==> src/rtl/assert_macros.svh <==
// Assertion helpers used by the RTL
`ifndef ASSERT_MACROS_SVH
`define ASSERT_MACROS_SVH
// check that a condition implies a property on the next edge
`define ASSERT_NEXT(lbl, clk, rst, cond, prop) \
  lbl: assert property (@(posedge clk) disable iff (rst) (cond) |=> (prop)) \
    else $error("assertion failed");
// check that a condition implies a property on the same edge
`define ASSERT_NOW(lbl, clk, rst, cond, prop) \
  lbl: assert property (@(posedge clk) disable iff (rst) (cond) |-> (prop)) \
    else $error("assertion failed");
`endif

==> src/rtl/tpt_pkg.sv <==
// ---------------------------------------------------------------------------
// tpt_pkg
// Operation and status codes of the tool pocket table.
// ---------------------------------------------------------------------------
package tpt_pkg;
  localparam logic [3:0] OP_REGISTER = 4'd0;
  localparam logic [3:0] OP_ADD      = 4'd1;
  localparam logic [3:0] OP_REMOVE   = 4'd2;
  localparam logic [3:0] OP_DELETE   = 4'd3;
  localparam logic [3:0] OP_CHANGED  = 4'd4;
  localparam logic [3:0] OP_FIND     = 4'd5;
  localparam logic [3:0] OP_FINDPKT  = 4'd6;
  localparam logic [3:0] OP_SELECT   = 4'd7;
  localparam logic [3:0] OP_SELNEXT  = 4'd8;

  localparam logic [2:0] ST_OK      = 3'd0;
  localparam logic [2:0] ST_ALREADY = 3'd1;
  localparam logic [2:0] ST_NOTLOAD = 3'd2;
  localparam logic [2:0] ST_INPKT   = 3'd3;
  localparam logic [2:0] ST_NOPKT   = 3'd4;
  localparam logic [2:0] ST_NOTFND  = 3'd5;
  localparam logic [2:0] ST_FULL    = 3'd6;

  localparam logic [0:0] CFG_LIMIT = 1'd0;
  localparam logic [0:0] CFG_READY = 1'd1;
endpackage

==> src/rtl/tpt_ram.sv <==
// ---------------------------------------------------------------------------
// tpt_ram
// Generic single write port RAM with registered read.
// ---------------------------------------------------------------------------
module tpt_ram #(
  parameter int WIDTH = 8,
  parameter int DEPTH = 64
) (
  input  logic                     clk,
  input  logic                     we,
  input  logic [$clog2(DEPTH)-1:0] waddr,
  input  logic [WIDTH-1:0]         wdata,
  input  logic [$clog2(DEPTH)-1:0] raddr,
  output logic [WIDTH-1:0]         rdata
);
  logic [WIDTH-1:0] mem [DEPTH];

  always_ff @(posedge clk) begin
    if (we) begin
      mem[waddr] <= wdata;
    end
    rdata <= mem[raddr];
  end
endmodule

==> src/rtl/tool_pocket_table.sv <==
// ---------------------------------------------------------------------------
// tool_pocket_table
// Tool and carousel pocket table for a random tool changer.
// ---------------------------------------------------------------------------
// One request is taken while busy is low and answered by a one-cycle done
// strobe; the receiver cannot stall it. Requests that need no search (select,
// select next with no pocket limit, unused codes, table edits on an unloaded
// table) go from idle straight to the done state. Every other request scans
// the entry memory one entry a cycle through a single read port. Find by
// pocket makes one table pass and goes to done; other single-pass requests
// pass through a decide state first. A tool change makes a second pass when
// the outgoing tool goes back to the carousel. Each pocket tried by the
// free-pocket search adds a further table pass, and at most TABLE_ENTRIES+1
// pockets can be tried. The shared memory read port paces every pass.
// Configuration writes are taken only while busy is low. No clearing pass is
// needed.
`include "assert_macros.svh"

module tool_pocket_table #(
  parameter int TABLE_ENTRIES = 64
) (
  input  logic        clk,
  input  logic        rst,
  input  logic        start,
  output logic        busy,
  input  logic [3:0]  op,
  input  logic [15:0] tool_number,
  input  logic [7:0]  pocket_query,
  input  logic        name_given,
  input  logic [15:0] spindle_tool,
  input  logic        cfg_valid,
  output logic        cfg_ready,
  input  logic [0:0]  cfg_index,
  input  logic [7:0]  cfg_data,
  output logic        done,
  output logic [2:0]  status,
  output logic        found,
  output logic [15:0] tool_out,
  output logic [7:0]  pocket_out,
  output logic [7:0]  arriving_pocket
);
  localparam int AW = $clog2(TABLE_ENTRIES);
  localparam int CW = $clog2(TABLE_ENTRIES + 1);

  // sequencer states
  localparam logic [3:0] S_IDLE   = 4'd0;
  localparam logic [3:0] S_SCAN   = 4'd1;  // search tool, count carousel
  localparam logic [3:0] S_DECIDE = 4'd2;
  localparam logic [3:0] S_PSCAN  = 4'd3;  // test one candidate pocket
  localparam logic [3:0] S_PNEXT  = 4'd4;
  localparam logic [3:0] S_WRITE  = 4'd5;
  localparam logic [3:0] S_QSCAN  = 4'd6;  // find by pocket
  localparam logic [3:0] S_DONE   = 4'd7;
  localparam logic [3:0] S_CH2    = 4'd8;  // change: outgoing tool return

  logic [3:0]  state;
  logic [AW:0] idx;            // scan position, one beyond last ends pass
  logic [3:0]  cop;
  logic [15:0] ctool;
  logic [7:0]  cpq;
  logic        cname;
  logic [15:0] cspt;
  logic [7:0]  pocket_limit;
  logic        table_ready;
  logic [TABLE_ENTRIES-1:0] valid;
  logic [CW-1:0] entry_count;
  logic [15:0] spindle_current;
  logic [7:0]  fetched_pocket;

  // scan results
  logic          hit;
  logic [AW-1:0] hit_slot;
  logic [7:0]  hit_pocket;
  logic [15:0] hit_tool;
  logic        free_ok;
  logic [AW-1:0] free_slot;
  logic [CW-1:0] ncar;
  logic [7:0]  cand;
  logic        taken;
  logic [8:0]  lim;
  // change bookkeeping
  logic        ch_phase;       // 0 incoming, 1 outgoing return
  logic        ch_found;
  logic [7:0]  ch_inp;
  logic [15:0] ch_prev;

  logic [2:0]  r_status;
  logic        r_found;
  logic [15:0] r_tool;
  logic [7:0]  r_pocket;
  logic [7:0]  r_inp;

  // memory ports
  logic          we;
  logic [AW-1:0] waddr;
  logic [15:0]   wtool;
  logic [7:0]    wpocket;
  logic [AW-1:0] raddr;
  logic [15:0]   rtool;
  logic [7:0]    rpocket;
  logic [AW:0]   pidx;         // one plus the address of data now on the read port

  assign raddr = idx[AW-1:0];
  tpt_ram #(.WIDTH(16), .DEPTH(TABLE_ENTRIES)) u_tool (
    .clk(clk), .we(we), .waddr(waddr), .wdata(wtool), .raddr(raddr), .rdata(rtool));
  tpt_ram #(.WIDTH(8), .DEPTH(TABLE_ENTRIES)) u_pocket (
    .clk(clk), .we(we), .waddr(waddr), .wdata(wpocket), .raddr(raddr), .rdata(rpocket));

  assign busy = (state != S_IDLE);
  assign cfg_ready = !busy;

  logic pvalid;
  logic scan_end;
  assign pvalid   = (pidx != 0) && (pidx <= (AW+1)'(TABLE_ENTRIES))
                    && valid[pidx[AW-1:0] - AW'(1)];
  assign scan_end = (idx == (AW+1)'(TABLE_ENTRIES));
  logic [AW-1:0] cur;
  assign cur = pidx[AW-1:0] - AW'(1);

  always_ff @(posedge clk) begin
    if (rst) begin
      state <= S_IDLE;
      valid <= '0;
      entry_count <= '0;
      spindle_current <= '0;
      fetched_pocket <= '0;
      pocket_limit <= '0;
      table_ready <= 1'b0;
      done <= 1'b0;
      we <= 1'b0;
    end else begin
      done <= 1'b0;
      we <= 1'b0;
      if (cfg_valid && cfg_ready) begin
        if (cfg_index == tpt_pkg::CFG_LIMIT) pocket_limit <= cfg_data;
        else table_ready <= cfg_data[0];
      end
      unique case (state)
        S_IDLE: begin
          if (start) begin
            cop <= op; ctool <= tool_number; cpq <= pocket_query;
            cname <= name_given; cspt <= spindle_tool;
            r_status <= tpt_pkg::ST_OK; r_found <= 1'b0; r_tool <= '0;
            r_pocket <= '0; r_inp <= '0; ch_phase <= 1'b0;
            ch_prev <= spindle_current;
            idx <= '0; pidx <= '0;
            hit <= 1'b0; free_ok <= 1'b0; ncar <= '0;
            if (op == tpt_pkg::OP_FINDPKT) state <= S_QSCAN;
            else if (op == tpt_pkg::OP_SELECT) begin
              spindle_current <= tool_number;
              r_pocket <= fetched_pocket;
              state <= S_DONE;
            end else if (op == tpt_pkg::OP_SELNEXT && pocket_limit == 0) state <= S_DONE;
            else if (op > tpt_pkg::OP_SELNEXT) state <= S_DONE;
            else if (!table_ready && op <= tpt_pkg::OP_DELETE) begin
              r_status <= tpt_pkg::ST_NOTLOAD;
              state <= S_DONE;
            end else state <= S_SCAN;
          end
        end
        S_SCAN, S_QSCAN: begin
          // one entry per cycle; read data arrives in the cycle after its address
          if (pvalid) begin
            if (state == S_SCAN && !hit && rtool == ctool) begin
              hit <= 1'b1; hit_slot <= cur; hit_pocket <= rpocket;
            end
            if (state == S_QSCAN && !hit && cpq != 0 && rpocket == cpq) begin
              hit <= 1'b1; hit_tool <= rtool;
            end
            if (rpocket != 0) ncar <= ncar + CW'(1);
          end
          if (pidx != 0 && pidx <= (AW+1)'(TABLE_ENTRIES) && !valid[cur] && !free_ok) begin
            free_ok <= 1'b1; free_slot <= cur;
          end
          if (pidx == (AW+1)'(TABLE_ENTRIES)) state <= (state == S_SCAN) ? S_DECIDE : S_DONE;
          if (state == S_QSCAN && pidx == (AW+1)'(TABLE_ENTRIES)) begin
            if (hit || (pvalid && cpq != 0 && rpocket == cpq && !hit)) begin
              r_found <= 1'b1; r_pocket <= cpq;
              r_tool <= hit ? hit_tool : rtool;
            end else r_status <= tpt_pkg::ST_NOTFND;
          end
          if (!scan_end) idx <= idx + (AW+1)'(1);
          pidx <= idx + (AW+1)'(1);
        end
        S_DECIDE: begin
          state <= S_DONE;
          lim <= (pocket_limit != 0) ? {1'b0, pocket_limit}
               : ((9'(entry_count) + 9'd1 > 9'd255) ? 9'd255 : 9'(entry_count) + 9'd1);
          cand <= 8'd1;
          unique case (cop)
            tpt_pkg::OP_REGISTER: begin
              if (hit) begin
                r_found <= 1'b1; r_pocket <= hit_pocket;
                r_status <= cname ? tpt_pkg::ST_OK : tpt_pkg::ST_ALREADY;
              end else if (!free_ok) r_status <= tpt_pkg::ST_FULL;
              else begin
                we <= 1'b1; waddr <= free_slot; wtool <= ctool; wpocket <= '0;
                valid[free_slot] <= 1'b1; entry_count <= entry_count + CW'(1);
              end
            end
            tpt_pkg::OP_ADD: begin
              if (hit && hit_pocket != 0) begin
                r_status <= tpt_pkg::ST_INPKT; r_pocket <= hit_pocket;
              end else if (pocket_limit != 0 && 9'(ncar) >= {1'b0, pocket_limit})
                r_status <= tpt_pkg::ST_NOPKT;
              else begin
                idx <= '0; pidx <= '0; taken <= 1'b0; state <= S_PSCAN;
              end
            end
            tpt_pkg::OP_REMOVE: begin
              if (!hit || hit_pocket == 0) r_status <= tpt_pkg::ST_NOTFND;
              else begin
                r_pocket <= hit_pocket;
                we <= 1'b1; waddr <= hit_slot; wtool <= ctool; wpocket <= '0;
              end
            end
            tpt_pkg::OP_DELETE: begin
              if (!hit) r_status <= tpt_pkg::ST_NOTFND;
              else if (hit_pocket != 0) begin
                r_status <= tpt_pkg::ST_INPKT; r_pocket <= hit_pocket;
              end else begin
                valid[hit_slot] <= 1'b0;
                if (entry_count != 0) entry_count <= entry_count - CW'(1);
              end
            end
            tpt_pkg::OP_CHANGED: begin
              if (!ch_phase) begin
                ch_found <= hit;
                ch_inp <= '0;
                if (!table_ready) r_status <= tpt_pkg::ST_NOTLOAD;
                else if (!hit && !free_ok) r_status <= tpt_pkg::ST_FULL;
                else if (!hit) begin
                  we <= 1'b1; waddr <= free_slot; wtool <= ctool; wpocket <= '0;
                  valid[free_slot] <= 1'b1; entry_count <= entry_count + CW'(1);
                end
                // capture the incoming pocket; free it only on a loaded table
                if (pocket_limit != 0 && hit && hit_pocket != 0) begin
                  ch_inp <= hit_pocket;
                  if (table_ready) begin
                    we <= 1'b1; waddr <= hit_slot; wtool <= ctool; wpocket <= '0;
                  end
                end
                state <= S_CH2;
              end else begin
                // outgoing tool add, same rules as add
                if (!table_ready) r_status <= tpt_pkg::ST_NOTLOAD;
                else if (hit && hit_pocket != 0) begin
                  if (r_status == tpt_pkg::ST_OK) r_status <= tpt_pkg::ST_INPKT;
                end else if (pocket_limit != 0 && 9'(ncar) >= {1'b0, pocket_limit}) begin
                  if (r_status == tpt_pkg::ST_OK) r_status <= tpt_pkg::ST_NOPKT;
                end else begin
                  idx <= '0; pidx <= '0; taken <= 1'b0; state <= S_PSCAN;
                end
              end
            end
            tpt_pkg::OP_FIND: begin
              if (hit) begin r_found <= 1'b1; r_pocket <= hit_pocket; end
              else r_status <= tpt_pkg::ST_NOTFND;
            end
            tpt_pkg::OP_SELNEXT: begin
              r_found <= hit;
              if (hit && hit_pocket != 0) r_inp <= hit_pocket;
              r_tool <= cspt; r_pocket <= fetched_pocket;
            end
            default: ;
          endcase
        end
        S_CH2: begin
          spindle_current <= ctool;
          r_found <= ch_found; r_tool <= ch_prev;
          if (pocket_limit == 0) begin
            r_pocket <= fetched_pocket;
            state <= S_DONE;
          end else begin
            fetched_pocket <= ch_inp;
            r_pocket <= ch_inp; r_inp <= ch_inp;
            if (fetched_pocket == 0) state <= S_DONE;
            else begin
              // rescan for the outgoing tool
              ch_phase <= 1'b1; ctool <= ch_prev;
              idx <= '0; pidx <= '0; hit <= 1'b0; free_ok <= 1'b0; ncar <= '0;
              state <= S_SCAN;
            end
          end
        end
        S_PSCAN: begin
          // is pocket cand taken by any valid entry
          if (pvalid && rpocket == cand) taken <= 1'b1;
          if (!scan_end) idx <= idx + (AW+1)'(1);
          pidx <= idx + (AW+1)'(1);
          if (pidx == (AW+1)'(TABLE_ENTRIES)) state <= S_PNEXT;
        end
        S_PNEXT: begin
          if (!taken) begin
            state <= S_WRITE;
          end else if ({1'b0, cand} >= lim) begin
            if (cop == tpt_pkg::OP_ADD || r_status == tpt_pkg::ST_OK)
              r_status <= tpt_pkg::ST_NOPKT;
            state <= S_WRITE;
            cand <= '0;
          end else begin
            cand <= cand + 8'd1; taken <= 1'b0;
            idx <= '0; pidx <= '0; state <= S_PSCAN;
          end
        end
        S_WRITE: begin
          state <= S_DONE;
          if (cand != 0) begin
            if (hit) begin
              we <= 1'b1; waddr <= hit_slot; wtool <= ctool; wpocket <= cand;
              if (cop == tpt_pkg::OP_ADD) r_pocket <= cand;
            end else if (!free_ok) begin
              if (cop == tpt_pkg::OP_ADD || r_status == tpt_pkg::ST_OK)
                r_status <= tpt_pkg::ST_FULL;
            end else begin
              we <= 1'b1; waddr <= free_slot; wtool <= ctool; wpocket <= cand;
              valid[free_slot] <= 1'b1; entry_count <= entry_count + CW'(1);
              if (cop == tpt_pkg::OP_ADD) r_pocket <= cand;
            end
          end
        end
        S_DONE: begin
          done <= 1'b1;
          state <= S_IDLE;
        end
        default: state <= S_IDLE;
      endcase
    end
  end

  assign status = r_status;
  assign found = r_found;
  assign tool_out = r_tool;
  assign pocket_out = r_pocket;
  assign arriving_pocket = r_inp;

  `ASSERT_NEXT(a_done_single, clk, rst, done, !done)
  `ASSERT_NOW(a_no_start_busy, clk, rst, done, !busy)
  `ASSERT_NEXT(a_take, clk, rst, start && !busy, busy)
  `ASSERT_NOW(a_count, clk, rst, 1'b1, entry_count == CW'($countones(valid)))
endmodule

==> config.mk <==
export PLATFORM = sky130hd
export DESIGN_NAME = tool_pocket_table
export DESIGN_NICKNAME = d
export VERILOG_FILES = /design/src/rtl/tpt_pkg.sv /design/src/rtl/tpt_ram.sv /design/src/rtl/tool_pocket_table.sv
export VERILOG_INCLUDE_DIRS = /design/src /design/src/rtl
export SDC_FILE = /design/constraint.sdc
export NUM_CORES = 2
export LEC_CHECK = 0
export BUFFER_PORTS_ARGS = -buffer_cell sky130_fd_sc_hd__buf_2
export CAP_MARGIN = 10
export CORE_MARGIN = 3
export CORE_UTILIZATION = 25
export DETAILED_ROUTE_END_ITERATION = 12
export HOLD_SLACK_MARGIN = 0.12
export SYNTH_ARGS = -nofsm -noshare
export SYNTH_HDL_FRONTEND = slang
export SYNTH_SLANG_ARGS = --single-unit
==> constraint.sdc <==
create_clock -name clk -period 8.06 [get_ports clk]
set_input_delay 1.612 -clock clk [delete_from_list [all_inputs] [get_ports clk]]
set_output_delay 1.612 -clock clk [all_outputs]
set_load 0.005 [all_outputs]
==> results_dict.tcl <==
set metrics [dict create \
    hold_buffers 0 \
    die_height_um 553 \
    max_clock_freq_ghz 0.197 \
    cpPeakStageDelay_ns 1.08 \
    worstMarginPinSlew_ns 1.23 \
    cts_resized 0 \
    portBuffers 96 \
    yosys.area.top_type "edfxtp_1" \
    cts_tree "yes" \
    synth_ff_type "edfxtp_1" \
    slew_headroom_pct 17.9 \
    synth_area_leaders "edfxtp_1 70%, mux4_2 16%, dfxtp_1 3.6%" \
    routedWlPerCell_um 24.4 \
    drt_wl_total_mm 197 \
    drive_gt1_share_pct 26.8 \
    clk_pin_slew_worst_paths_ns 0.06 \
    remaining_drc_errors 0 \
    overflow 0 \
    crit_arrival_ns 5.49 \
    ys_ff_latch 1883 \
    grtUsageTotal_pct 12.6 \
    rsz0062_at_grt "false" \
    holdPathStages 0 \
    drv_slew 0 \
    ant_nets 0 \
    dp_hpwl_mm 113 \
    synth_edf_count 1749 \
    nNetsFinal 4055 \
    power_mw 26.7 \
    htreeDepth 4 \
    start_util_pct 25.1 \
    synth_common_cells "1749 x edfxtp_1, 524 x mux4_2, 173 x nand2_1" \
    cts_buffer_depth 3 \
    utilization_pct 29.1 \
    hold_viol 0 \
    outcome "finished clean" \
    grt_pass1_vias 38600 \
    ff2ff_path_depth 8 \
    cp_max_fo 20 \
    ff2ff_setup_slack_ns 2.98 \
    fin_tns_setup_ns 0 \
    synthCells 3790 \
    dr.pass1.iters 7 \
    p_leak_nw 26.4 \
    max_cap_viol_count 0 \
    synth_top_area_share_pct 70.3 \
    yosysMostFrequentCell "edfxtp_1" \
    insertion_delay_ns 0.83 \
    crit_top_cell "mux4_2" \
    end_kind "register" \
    ios 97 \
    period_minus_slack_ns 5.08 \
    syn_to_final_growth_pct 15.9 \
    syn-cell-area_um2 74800 \
    crit_slowest_cell "edfxtp_1" \
    ys_seq_area_share_pct 73.8 \
    post-cts-setup-buffers 0 \
    timing.rr.end "tool_out[9]$_DFFE_PP_" \
    r2r_start "pidx[0]$_DFFE_PP_" \
    setup_viol 0 \
    clock-sinks 1883 \
    start_kind "register" \
    synth_warnings 0 \
    num_rows 200 \
    min_from "spindle_current[2]$_SDFFE_PP0P_" \
    hold_slack_ns 0.432 \
    min_path_type "reg -> reg" \
    yosys.cell_types.count 79 \
    core_um2 297000 \
    viasPerCell 4.81 \
    cp_data_required_time_ns 8.47 \
    grt_max_degree 137 \
    irDropWorstVdd_mv 0.263 \
    cts_made_buffers 183 \
    synth_nets 3872 \
    async_flop_share_pct 0 \
    min_period_over_period_pct 63.0 \
    power_density_nw_per_um2 308 \
    worstHoldEndpoint "ch_prev[2]$_DFFE_PP_" \
    fp.dieW_um 553 \
    ctsRootBufferMaster "clkbuf_16" \
    crit_type "reg -> reg" \
    dr_total_vias 38800 \
    drtIter0Drc 4703 \
    post_synth.cell_area_avg_um2 19.7 \
    gp_congestion 0.868 \
    worstPathCellList "inv_1 > ha_1 > mux4_2 > mux4_2 > mux2i_1 > a211o_1 > o211a_1 > nor3_2" \
    skew_ns 0.0429 \
    grt_pass1_wl_mm 284 \
    die_area_um2 306000 \
    nFillCells 28900 \
    antenna_found_initial 11 \
]
## registers in the layout, indices dropped and copies added (netlist names), 16 cells and up
signal / count
u_tool.mem: 1024
u_tool.rdata: 16
hit_tool: 16
tool_out: 16
cspt: 16
ch_prev: 16
ctool: 16
wtool: 16
valid: 64
spindle_current: 16
u_pocket.mem: 512
## metrics by stage
step	cell area, µm²	setup WS, ns	std cells
global route	86600	2.60	8056
finish	86600	2.98	8058
detailed placement	80700	2.95	7726
CTS	86600	2.92	8054
floorplan	74800	1.98	3790
global placement	80700	3.04	7726
## how the worst max path moves through the flow
stage / startpoint / end / slack [ns] / cells after the start
5_1_grt: pidx[0]$_DFFE_PP_ / tool_out[0]$_DFFE_PP_ / 2.60 / 8
3_3_place_gp: pidx[0]$_DFFE_PP_ / tool_out[10]$_DFFE_PP_ / 3.04 / 9
4_1_cts: pidx[0]$_DFFE_PP_ / tool_out[8]$_DFFE_PP_ / 2.92 / 8
3_5_place_dp: pidx[0]$_DFFE_PP_ / tool_out[5]$_DFFE_PP_ / 2.95 / 8
6_report: pidx[0]$_DFFE_PP_ / tool_out[9]$_DFFE_PP_ / 2.98 / 8
2_1_floorplan: rst / ch_prev[0]$_DFFE_PP_ / 1.98 / 4
## report_power, final
part | switching [mW] | total, mW | internal (mW) | leakage [nW]
clock | 3.64 | 8.49 | 4.86 | 2.88
combinational | 3.63 | 6.53 | 2.90 | 6.68
sequential | 0.470 | 11.7 | 11.2 | 16.9
## placed cells by master (no fill, tap or decap), drive strengths merged, types with 9 or more instances in the layout
cell	n
edfxtp	1749
mux4	524
clkbuf	232
buf	214
nand2	173
o21ai	173
nor2	172
dfxtp	134
nor2b	79
clkinv	67
a21oi	54
inv	44
mux2i	33
nand3	33
xnor2	32
o211ai	27
xor2	27
ha	24
nand4	23
mux2	22
nor3	22
and3	18
a311oi	18
nor4	18
bufinv	17
a22o	14
nand3b	13
a22oi	12
or4	11
or3	9
o221ai	9
nor3b	9
## critical path: cells and delay by family (launching register included)
| kind | cells | cell delay [ns] |
|---|---|---|
| AOI/OAI and AO/OA | 2 | 0.85 |
| adders and majority gates | 1 | 0.89 |
| buffers and inverters | 1 | 0.22 |
| DFF | 1 | 1.08 |
| muxes | 3 | 0.73 |
| and+or+nand+nor | 1 | 0.91 |
## final cells by class
type | instances | area [µm²] | area share (%)
clock buffers | 232 | 4910 | 5.67
diodes | 3 | 7.51 | 0.00867
multi-input cells | 1651 | 18900 | 21.9
repair buffers | 214 | 1450 | 1.68
flip-flops and latches | 1883 | 55200 | 63.7
well taps | 3939 | 4930 | 5.69
inverters | 40 | 150 | 0.173
clock inverters | 96 | 1040 | 1.20
## kinds of logic after synthesis
group	after synthesis	synth area share [%]
AO/OA/AOI/OAI	374	3.11
XOR/XNOR	59	0.691
adder cells (fa/ha/maj)	24	0.402
buffers and inverters	256	1.33
flip-flops	1883	73.8
multiplexers	579	16.6
AND/OR/NAND/NOR	615	4.06
## metal layers
layer,part of all wire [%],GRT usage [%]
met4,2.2,3.33
met1,43,17.9
met3,7.5,2.01
met5,0,0
met2,48,19.9
Power figures use the tool's default switching activity.
